<file path="config.mk">
export PLATFORM = sky130hd
export DESIGN_NAME = fcd_merge
export DESIGN_NICKNAME = d
export VERILOG_FILES = /design/src/rtl/fcd_pkg.sv /design/src/rtl/fcd_ram.sv /design/src/rtl/fcd_cdiv.sv /design/src/rtl/fcd_merge.sv
export SDC_FILE = /design/constraint.sdc
export NUM_CORES = 1
export LEC_CHECK = 0
export BUFFER_PORTS_ARGS = -buffer_cell sky130_fd_sc_hd__clkbuf_2
export CORE_UTILIZATION = 43
export DETAILED_ROUTE_END_ITERATION = 8
export PLACE_DENSITY = 0.62
export SYNTH_ARGS = -nofsm -noshare
export SYNTH_HDL_FRONTEND = slang
export SYNTH_SLANG_ARGS = --single-unit
</file>
<file path="constraint.sdc">
create_clock -name clk -period 7.1 [get_ports clk]
set_input_delay 1.065 -clock clk [delete_from_list [all_inputs] [get_ports clk]]
set_output_delay 1.065 -clock clk [all_outputs]
set_load 0.02 [all_outputs]
</file>
<file path="src/rtl/fcd_pkg.sv">
// Force contact detector package: transaction types, control structs,
// register indexes, reset values and saturation helpers.
// No dependencies; the lane, merge, top and testbench import it.
`timescale 1ns / 1ps
`default_nettype none

package fcd_pkg;

  // Configuration port
  localparam int unsigned CFG_IDX_W  = 3;
  localparam int unsigned CFG_DATA_W = 24;

  localparam logic [CFG_IDX_W-1:0] CFG_FILTER_GAIN     = 3'd0;
  localparam logic [CFG_IDX_W-1:0] CFG_LOAD_WEIGHT     = 3'd1;
  localparam logic [CFG_IDX_W-1:0] CFG_FORCE_THRESHOLD = 3'd2;
  localparam logic [CFG_IDX_W-1:0] CFG_DEPTH_THRESHOLD = 3'd3;
  localparam logic [CFG_IDX_W-1:0] CFG_SURFACE_HEIGHT  = 3'd4;

  localparam logic        [15:0] FILTER_GAIN_RST     = 16'd58982;
  localparam logic        [19:0] LOAD_WEIGHT_RST     = 20'd4017;
  localparam logic        [22:0] FORCE_THRESHOLD_RST = 23'd3277;
  localparam logic signed [23:0] DEPTH_THRESHOLD_RST = 24'sd3277;
  localparam logic signed [23:0] SURFACE_HEIGHT_RST  = 24'sd7012;

  typedef enum logic [1:0] {
    CS_NONE    = 2'd0,
    CS_NEAR    = 2'd1,
    CS_CONTACT = 2'd2
  } contact_t;

  typedef struct packed {
    logic signed [23:0] force_x;
    logic signed [23:0] force_y;
    logic signed [23:0] force_z;
    logic signed [15:0] rot_zx;
    logic signed [15:0] rot_zy;
    logic signed [15:0] rot_zz;
    logic signed [23:0] tool_height;
  } in_item_t;

  typedef struct packed {
    logic               bias_ready;
    logic signed [23:0] normal_force;
    logic signed [23:0] force_average;
    contact_t           contact_state;
    logic signed [23:0] filtered_x;
    logic signed [23:0] filtered_y;
    logic signed [23:0] filtered_z;
  } out_item_t;

  typedef enum logic [3:0] {
    ST_IDLE,
    ST_LOAD,
    ST_CAL,
    ST_CDIV_A,
    ST_CDIV_B,
    ST_CDIV_C,
    ST_COMP,
    ST_FILT,
    ST_PROJ,
    ST_SUM,
    ST_WIN,
    ST_ADIV_A,
    ST_ADIV_B,
    ST_ADIV_C,
    ST_OUT
  } state_t;

  // Strobes shared by the three axis lanes
  typedef struct packed {
    logic capture;
    logic load_term;
    logic cal_acc;
    logic bias_load;
    logic comp;
    logic filt;
    logic proj;
  } lane_ctrl_t;

  // Strobes for the merging stage
  typedef struct packed {
    logic sum;
    logic win;
    logic avg_load;
  } merge_ctrl_t;

  function automatic logic signed [23:0] sat24(input logic signed [47:0] v);
    if (v > 48'sd8388607) begin
      return 24'sh7FFFFF;
    end else if (v < -48'sd8388608) begin
      return 24'sh800000;
    end
    return v[23:0];
  endfunction

  function automatic logic signed [31:0] sat32(input logic signed [47:0] v);
    if (v > 48'sd2147483647) begin
      return 32'sh7FFFFFFF;
    end else if (v < -48'sd2147483648) begin
      return 32'sh80000000;
    end
    return v[31:0];
  endfunction

endpackage

`default_nettype wire

</file>
<file path="src/rtl/fcd_ram.sv">
// Generic single-port-write, single-port-read RAM with registered read data.
// No dependencies.
`timescale 1ns / 1ps
`default_nettype none

module fcd_ram #(
  parameter int unsigned WIDTH = 24,
  parameter int unsigned DEPTH = 16
) (
  input  wire logic                     clk,
  input  wire logic                     wr_en,
  input  wire logic [$clog2(DEPTH)-1:0] wr_addr,
  input  wire logic [WIDTH-1:0]         wr_data,
  input  wire logic                     rd_en,
  input  wire logic [$clog2(DEPTH)-1:0] rd_addr,
  output logic      [WIDTH-1:0]         rd_data
);

  logic [WIDTH-1:0] mem [DEPTH];
  logic [WIDTH-1:0] rd_data_r;

  always_ff @(posedge clk) begin
    if (wr_en) begin
      mem[wr_addr] <= wr_data;
    end
    if (rd_en) begin
      rd_data_r <= mem[rd_addr];
    end
  end

  assign rd_data = rd_data_r;

endmodule

`default_nettype wire

</file>
<file path="src/rtl/fcd_cdiv.sv">
// Floor division of a signed 33-bit value by a fixed divisor, by reciprocal
// multiplication with one correction step. Two register stages, result
// combinational from the second. Magnitude after folding must stay below 2^32.
`timescale 1ns / 1ps
`default_nettype none

module fcd_cdiv #(
  parameter int unsigned DIVISOR = 16
) (
  input  wire logic               clk,
  input  wire logic signed [32:0] num,
  output logic signed [32:0]      quo
);

  localparam int unsigned LOG2D      = $clog2(DIVISOR);
  localparam int unsigned SHIFT      = 31 + LOG2D;
  localparam logic [63:0] RECIP_WIDE = (64'd1 << SHIFT) / 64'(DIVISOR);
  localparam logic [31:0] RECIP      = RECIP_WIDE[31:0];
  localparam logic [43:0] DIV_W      = 44'(DIVISOR);
  localparam logic [33:0] ROUND_UP   = 34'(DIVISOR - 1);

  logic [33:0] mag;
  logic [31:0] u_nxt;
  logic [31:0] u_r;
  logic        neg_r;
  logic [63:0] prod_nxt;
  logic [63:0] prod_r;
  logic [31:0] u2_r;
  logic        neg2_r;
  logic [31:0] q0;
  logic [43:0] qd;
  logic [43:0] rem;
  logic [32:0] q;

  // Negative numerators: floor(n/D) = -floor((-n + D - 1)/D)
  always_comb begin
    mag   = (~{num[32], num}) + 34'd1 + ROUND_UP;
    u_nxt = num[32] ? mag[31:0] : num[31:0];
  end

  assign prod_nxt = 64'(u_r) * 64'(RECIP);

  always_ff @(posedge clk) begin
    u_r    <= u_nxt;
    neg_r  <= num[32];
    prod_r <= prod_nxt;
    u2_r   <= u_r;
    neg2_r <= neg_r;
  end

  // Estimate is at most one low; fix it with one compare
  always_comb begin
    q0  = 32'(prod_r >> SHIFT);
    qd  = 44'(q0) * DIV_W;
    rem = 44'(u2_r) - qd;
    q   = 33'(q0) + ((rem >= DIV_W) ? 33'd1 : 33'd0);
    quo = neg2_r ? (~q + 33'd1) : q;
  end

endmodule

`default_nettype wire

</file>
<file path="src/rtl/fcd_merge.sv">
// Merging stage: sums the lane projections into the normal force and keeps
// the moving-average window. Uses fcd_pkg, fcd_ram and fcd_cdiv.
`timescale 1ns / 1ps
`default_nettype none

module fcd_merge
  import fcd_pkg::*;
#(
  parameter int unsigned WINDOW_LEN = 16
) (
  input  wire logic               clk,
  input  wire logic               rst_n,
  input  wire merge_ctrl_t        ctrl,
  input  wire logic signed [39:0] prod_x,
  input  wire logic signed [39:0] prod_y,
  input  wire logic signed [39:0] prod_z,
  output logic                    win_full,
  output logic signed      [23:0] normal_force,
  output logic signed      [23:0] force_average
);

  localparam int unsigned PTR_W = $clog2(WINDOW_LEN);
  localparam int unsigned CNT_W = $clog2(WINDOW_LEN + 1);
  localparam int unsigned SUM_W = 24 + PTR_W;
  localparam logic        [PTR_W-1:0] LAST = PTR_W'(WINDOW_LEN - 1);
  localparam logic        [CNT_W-1:0] FULL = CNT_W'(WINDOW_LEN);
  localparam logic signed [32:0]      HALF = 33'(WINDOW_LEN / 2);

  logic signed [23:0]      nf_r;
  logic signed [23:0]      nf_nxt;
  logic signed [47:0]      acc;
  logic signed [SUM_W-1:0] sum_r;
  logic signed [SUM_W-1:0] sum_nxt;
  logic        [CNT_W-1:0] fill_r;
  logic        [PTR_W-1:0] pos_r;
  logic        [PTR_W-1:0] pos_nxt;
  logic signed [23:0]      avg_r;
  logic        [23:0]      rd_data;
  logic signed [23:0]      oldest;
  logic signed [32:0]      num;
  logic signed [32:0]      quo;

  assign win_full = (fill_r == FULL);
  assign oldest   = $signed(rd_data);

  always_comb begin
    acc    = 48'(prod_x) + 48'(prod_y) + 48'(prod_z) + 48'sd16384;
    nf_nxt = sat24(acc >>> 15);
    if (win_full) begin
      sum_nxt = SUM_W'(34'(sum_r) + 34'(nf_r) - 34'(oldest));
    end else begin
      sum_nxt = SUM_W'(34'(sum_r) + 34'(nf_r));
    end
    pos_nxt = (pos_r == LAST) ? '0 : pos_r + PTR_W'(1);
    num     = 33'(sum_r) + HALF;
  end

  // Read the oldest entry during the sum cycle, overwrite it in the following window cycle
  fcd_ram #(
    .WIDTH (24),
    .DEPTH (WINDOW_LEN)
  ) u_window (
    .clk     (clk),
    .wr_en   (ctrl.win),
    .wr_addr (pos_r),
    .wr_data (nf_r),
    .rd_en   (ctrl.sum),
    .rd_addr (pos_r),
    .rd_data (rd_data)
  );

  fcd_cdiv #(
    .DIVISOR (WINDOW_LEN)
  ) u_avg_div (
    .clk (clk),
    .num (num),
    .quo (quo)
  );

  always_ff @(posedge clk) begin
    if (!rst_n) begin
      sum_r  <= '0;
      fill_r <= '0;
      pos_r  <= '0;
    end else if (ctrl.win) begin
      sum_r <= sum_nxt;
      pos_r <= pos_nxt;
      if (!win_full) begin
        fill_r <= fill_r + CNT_W'(1);
      end
    end
  end

  always_ff @(posedge clk) begin
    if (ctrl.sum) begin
      nf_r <= nf_nxt;
    end
    if (ctrl.win && !win_full) begin
      avg_r <= '0;
    end else if (ctrl.avg_load) begin
      // Mean of 24-bit values always fits 24 bits
      avg_r <= quo[23:0];
    end
  end

  assign normal_force  = nf_r;
  assign force_average = avg_r;

endmodule

`default_nettype wire

</file>
==> results.txt <==
----------------------------------------------------
[Finish]
  Most frequent cells in the layout ... sky130_fd_sc_hd__edfxtp_1, sky130_fd_sc_hd__inv_1, sky130_fd_sc_hd__clkbuf_2, sky130_fd_sc_hd__ha_1, sky130_fd_sc_hd__mux4_2
  Most common cell after layout, fill and taps aside ... sky130_fd_sc_hd__edfxtp_1
  Layout cell share with drive strength beyond 1 ... 18.4%
  Area added between synthesis and finish ... 12.7%
  Post-layout nets ... 2579
  Fillcell total ... 5539
  # diodes ... 0

[Global route]
  Largest net degree at the start of global routing ... 71
  Global-route wire length before repair ... 95100 um
  Initial antenna violation count ... 0
  Number of global-route vias before repair ... 17100
  Global-route total usage across every layer ... 18.7%
  Global-route congestion overflow total ... 0

[Placed design]
  Count of input and output buffers ... 173
  GP Congestion ... 0.906
  Detailed placer's ending HPWL ... 38800 um

[Min path]
  Launch instance of the worst min-delay path ... u_avg_div.neg_r
  Endpoint, Worst Hold ... u_avg_div.neg2_r
  Cell count of the worst hold path ... 0
  Tightest Hold Check Type ... flip-flop to flip-flop

[Floorplanning]
  Initial cell density of the core ... 43.7%
  Die extent in x ... 256 um
  Core ar. ... 63300 um2
  Std-Cell Rows ... 92
  Number of ports placed on the die boundary ... 174
  Die footprint ... 65400 um2
  Height of the die ... 256 um

[Worst setup path]
  Launching element of the worst setup path ... normal_force[0]
  CP peak stage delay ... 620 ps
  Critical-path cell list ... ha_1, fa_1, a21o_1, a21oi_1, o21ai_0, a221oi_1, o31ai_1, a2111oi_0, nor3_1, xor2_1, ha_1, and4_1, a221o_1, a21oi_1, o21ai_1, a311oi_1, o21ai_0, a2111oi_0, a211oi_1
  Flop-to-flop setup slack ... 1120 ps
  Start of the worst register-to-register path ... normal_force[0]
  Critical Setup Path Class ... flip-flop to flip-flop
  Crit Reg-Reg Endpoint ... sum_r[26]
  Critical path endpoint category ... flip-flop
  Worst reg-to-reg path cell count ... 19
  Worst-path maximum fanout ... 18
  Arrival time of the worst setup path ... 6430 ps
  Required time of the critical path ... 7560 ps
  Critical path's slowest cell ... sky130_fd_sc_hd__edfxtp_1
  Launching element type of the critical path ... flip-flop

[Logic synthesis]
  Share of the yosys chip area belonging to registers ... 54.9%
  Synthesized flop and latch total ... 543
  Post-synthesis area per instance ... 13.1 um2
  Number of nets produced by synthesis ... 2420
  Synth Instances ... 2112
  Top flip-flop cell by instance count after synthesis ... sky130_fd_sc_hd__edfxtp_1
  Share of synthesized registers carrying an async set or reset ... 0%
  Number of unique standard cell types used by synthesis ... 73
  Count of yosys warnings during synthesis ... 0
  Count of flip-flops with a built-in enable after synthesis ... 432
  Area of the mapped netlist ... 27700 um2

[Clocking]
  Setup fix buffers added after clock tree synthesis ... 0
  Clock tree from TritonCTS ... yes
  Clock Tree Root ... sky130_fd_sc_hd__clkbuf_16
  Number of buffers on the longest clock path ... 3
  Cts bufs inserted ... 54
  Count of H-tree levels built during CTS ... 2
  Gates resized, CTS repair ... 0
  Total clock sinks ... 543
  Source-to-sink clock delay at the later pin of the worst-skew pair ... 620 ps
  Clk slew on worst S/H paths ... 60 ps
  Number of hold buffers added after cts ... 0

[Timing]
  Final Cycle Share ... 84.2%
  Fmax achieved ... 167 MHz
  Final Hold Viols ... 0
  Worst slew margin relative to its limit ... 31.6%
  Slew of the pin with the lowest slew margin ... 1030 ps
  Clock Skew ... 37.5 ps
  Final Max Tran Viols ... 0
  Hold slack ... 324 ps
  Summed negative setup slack over all endpoints ... 0 ps
  Number of failing setup endpoints in the final timing report ... 0
  Minimum period implied by the final worst setup slack ... 5980 ps
  RSZ-0062 raised after global routing ... false

[Run status]
  Result of the run ... finished clean

[Drt]
  Routed Antenna Nets ... 0
  Final wirelength ... 61300 um
  Vias post-DR ... 17100
  Number of iterations in the first detailed-routing pass ... 7
  Average via count per standard cell ... 5.41
  Routed wire per std cell ... 19.4 um
  Residual DRC count ... 0
  Detailed Route Iter0 Violations ... 1318

[Power and ir drop]
  Pwr dens ... 369 nW/um2
  VDD IR max ... 232 uV
  Static power due to leakage ... 12.0 nW

[Job]
  Max capacitance violation total ... 0

----------------------------------------------------
## power by group
part | switching [W] | internal (W) | total [W]
Combinational | 0.00235 | 0.00177 | 0.00412
Sequential | 0.000500 | 0.00405 | 0.00455
Clock | 0.00122 | 0.00161 | 0.00283
## worst max-delay path by stage
stage / to / depth (start not counted) / slack, ps
2_1_floorplan: sum_r[26] / 19 / 1870
6_report: sum_r[26] / 19 / 1120
4_1_cts: sum_r[26] / 19 / 1140
5_1_grt: sum_r[26] / 19 / 480
3_3_place_gp: normal_force[1] / 16 / 1210
3_5_place_dp: normal_force[1] / 16 / 1190
## sequential cells by signal, summed over array words and instances (netlist names), 4 cells and up
| register | count |
|---|---|
| normal_force | 24 |
| sum_r | 28 |
| force_average | 24 |
| pos_r | 4 |
| u_avg_div.prod_r | 24 |
| fill_r | 5 |
| u_window.mem | 384 |
| u_avg_div.u_r | 24 |
| u_window.rd_data | 24 |
## logic make-up (layout without fill, tap and decap cells)
logic type	Yosys count	in the layout	share of synthesized area (%)
flip-flops	543	543	54.9
multiplexers	133	133	10.2
AO/OA/AOI/OAI	401	401	9.59
AND/OR/NAND/NOR	397	397	7.04
buffers and inverters	309	512	4.27
adder cells (fa/ha/maj)	183	183	9.38
XOR/XNOR	146	146	4.62
## worst max-delay path, delay by kind of cell, from the launching register on
family,cells,cell delay (ps)
AO/OA/AOI/OAI,13,3530
XOR/XNOR,1,170
adder cells (fa/ha/maj),3,1120
flip-flops,1,620
AND/OR/NAND/NOR,2,360
## metrics by stage
step | worst slack (ps) | instances | instance area (um2) | util (%) | power, W
final | 1120 | 3161 | 31200 | 49.3 | 0.0115
after global routing | 479 | 3161 | 31200 | 49.3 | 0.0122
after CTS | 1140 | 3161 | 31200 | 49.3 | 0.0116
after detailed placement | 1190 | 3061 | 29400 | 46.5 | 0.00871
after global placement | 1210 | 3061 | 29400 | 46.5 | 0.00863
after floorplan | 1870 | 2112 | 27700 | - | 0.00763
## cell type report
class / count / area (um2) / area share, %
clock buffers: 66 / 1420 / 4.54
clock inverters: 34 / 352 / 1.13
well taps: 846 / 1060 / 3.39
repair buffers: 188 / 991 / 3.18
multi-input cells: 1260 / 11300 / 36.3
flip-flops and latches: 543 / 15200 / 48.7
inverters: 224 / 841 / 2.69
## cells in the mapped netlist (3+ instances only)
cell / count / share of area, %
sky130_fd_sc_hd__nand2b_1: 8 / 0.18
sky130_fd_sc_hd__and4_1: 13 / 0.41
sky130_fd_sc_hd__o21a_1: 12 / 0.33
sky130_fd_sc_hd__clkbuf_1: 64 / 0.87
sky130_fd_sc_hd__nor3b_1: 6 / 0.16
sky130_fd_sc_hd__nand3_1: 30 / 0.54
sky130_fd_sc_hd__dfxtp_1: 111 / 8.0
sky130_fd_sc_hd__a21boi_0: 3 / 0.081
sky130_fd_sc_hd__or3_1: 6 / 0.14
sky130_fd_sc_hd__o211ai_1: 9 / 0.24
sky130_fd_sc_hd__xor2_1: 61 / 1.9
sky130_fd_sc_hd__a211oi_1: 35 / 0.95
sky130_fd_sc_hd__a311oi_1: 7 / 0.22
sky130_fd_sc_hd__xnor2_1: 85 / 2.7
sky130_fd_sc_hd__mux2i_1: 13 / 0.47
sky130_fd_sc_hd__edfxtp_1: 432 / 47
sky130_fd_sc_hd__inv_1: 222 / 3.0
sky130_fd_sc_hd__a41oi_1: 6 / 0.19
sky130_fd_sc_hd__nand4_1: 15 / 0.34
sky130_fd_sc_hd__nor4_1: 5 / 0.11
sky130_fd_sc_hd__o21ai_1: 27 / 0.49
sky130_fd_sc_hd__nor2b_1: 16 / 0.36
sky130_fd_sc_hd__a21o_1: 48 / 1.3
sky130_fd_sc_hd__nand3b_1: 3 / 0.081
sky130_fd_sc_hd__buf_2: 3 / 0.054
sky130_fd_sc_hd__a221oi_1: 4 / 0.13
sky130_fd_sc_hd__nor3_1: 26 / 0.47
sky130_fd_sc_hd__buf_1: 14 / 0.19
sky130_fd_sc_hd__ha_1: 142 / 6.4
sky130_fd_sc_hd__mux4_2: 120 / 9.8
sky130_fd_sc_hd__nand2_1: 102 / 1.4
sky130_fd_sc_hd__a31oi_1: 16 / 0.36
sky130_fd_sc_hd__nor2_1: 113 / 1.5
sky130_fd_sc_hd__o21bai_1: 8 / 0.22
sky130_fd_sc_hd__fa_1: 41 / 3.0
sky130_fd_sc_hd__a21oi_1: 101 / 1.8
sky130_fd_sc_hd__a211o_1: 3 / 0.095
sky130_fd_sc_hd__a2111oi_0: 5 / 0.16
sky130_fd_sc_hd__and2_1: 25 / 0.56
sky130_fd_sc_hd__o31ai_1: 15 / 0.41
sky130_fd_sc_hd__o21ai_0: 76 / 1.4
sky130_fd_sc_hd__and3_1: 18 / 0.41
## routing by layer
metal	share of wire, %	vias to the layer above	track usage (%)
li1	-	8135	-
met1	42	8369	24.0
met2	49	496	32.5
met3	5.6	106	2.76
met4	2.7	0	5.85
met5	0	-	0
Note: power is estimated with default switching activity, not from simulation.
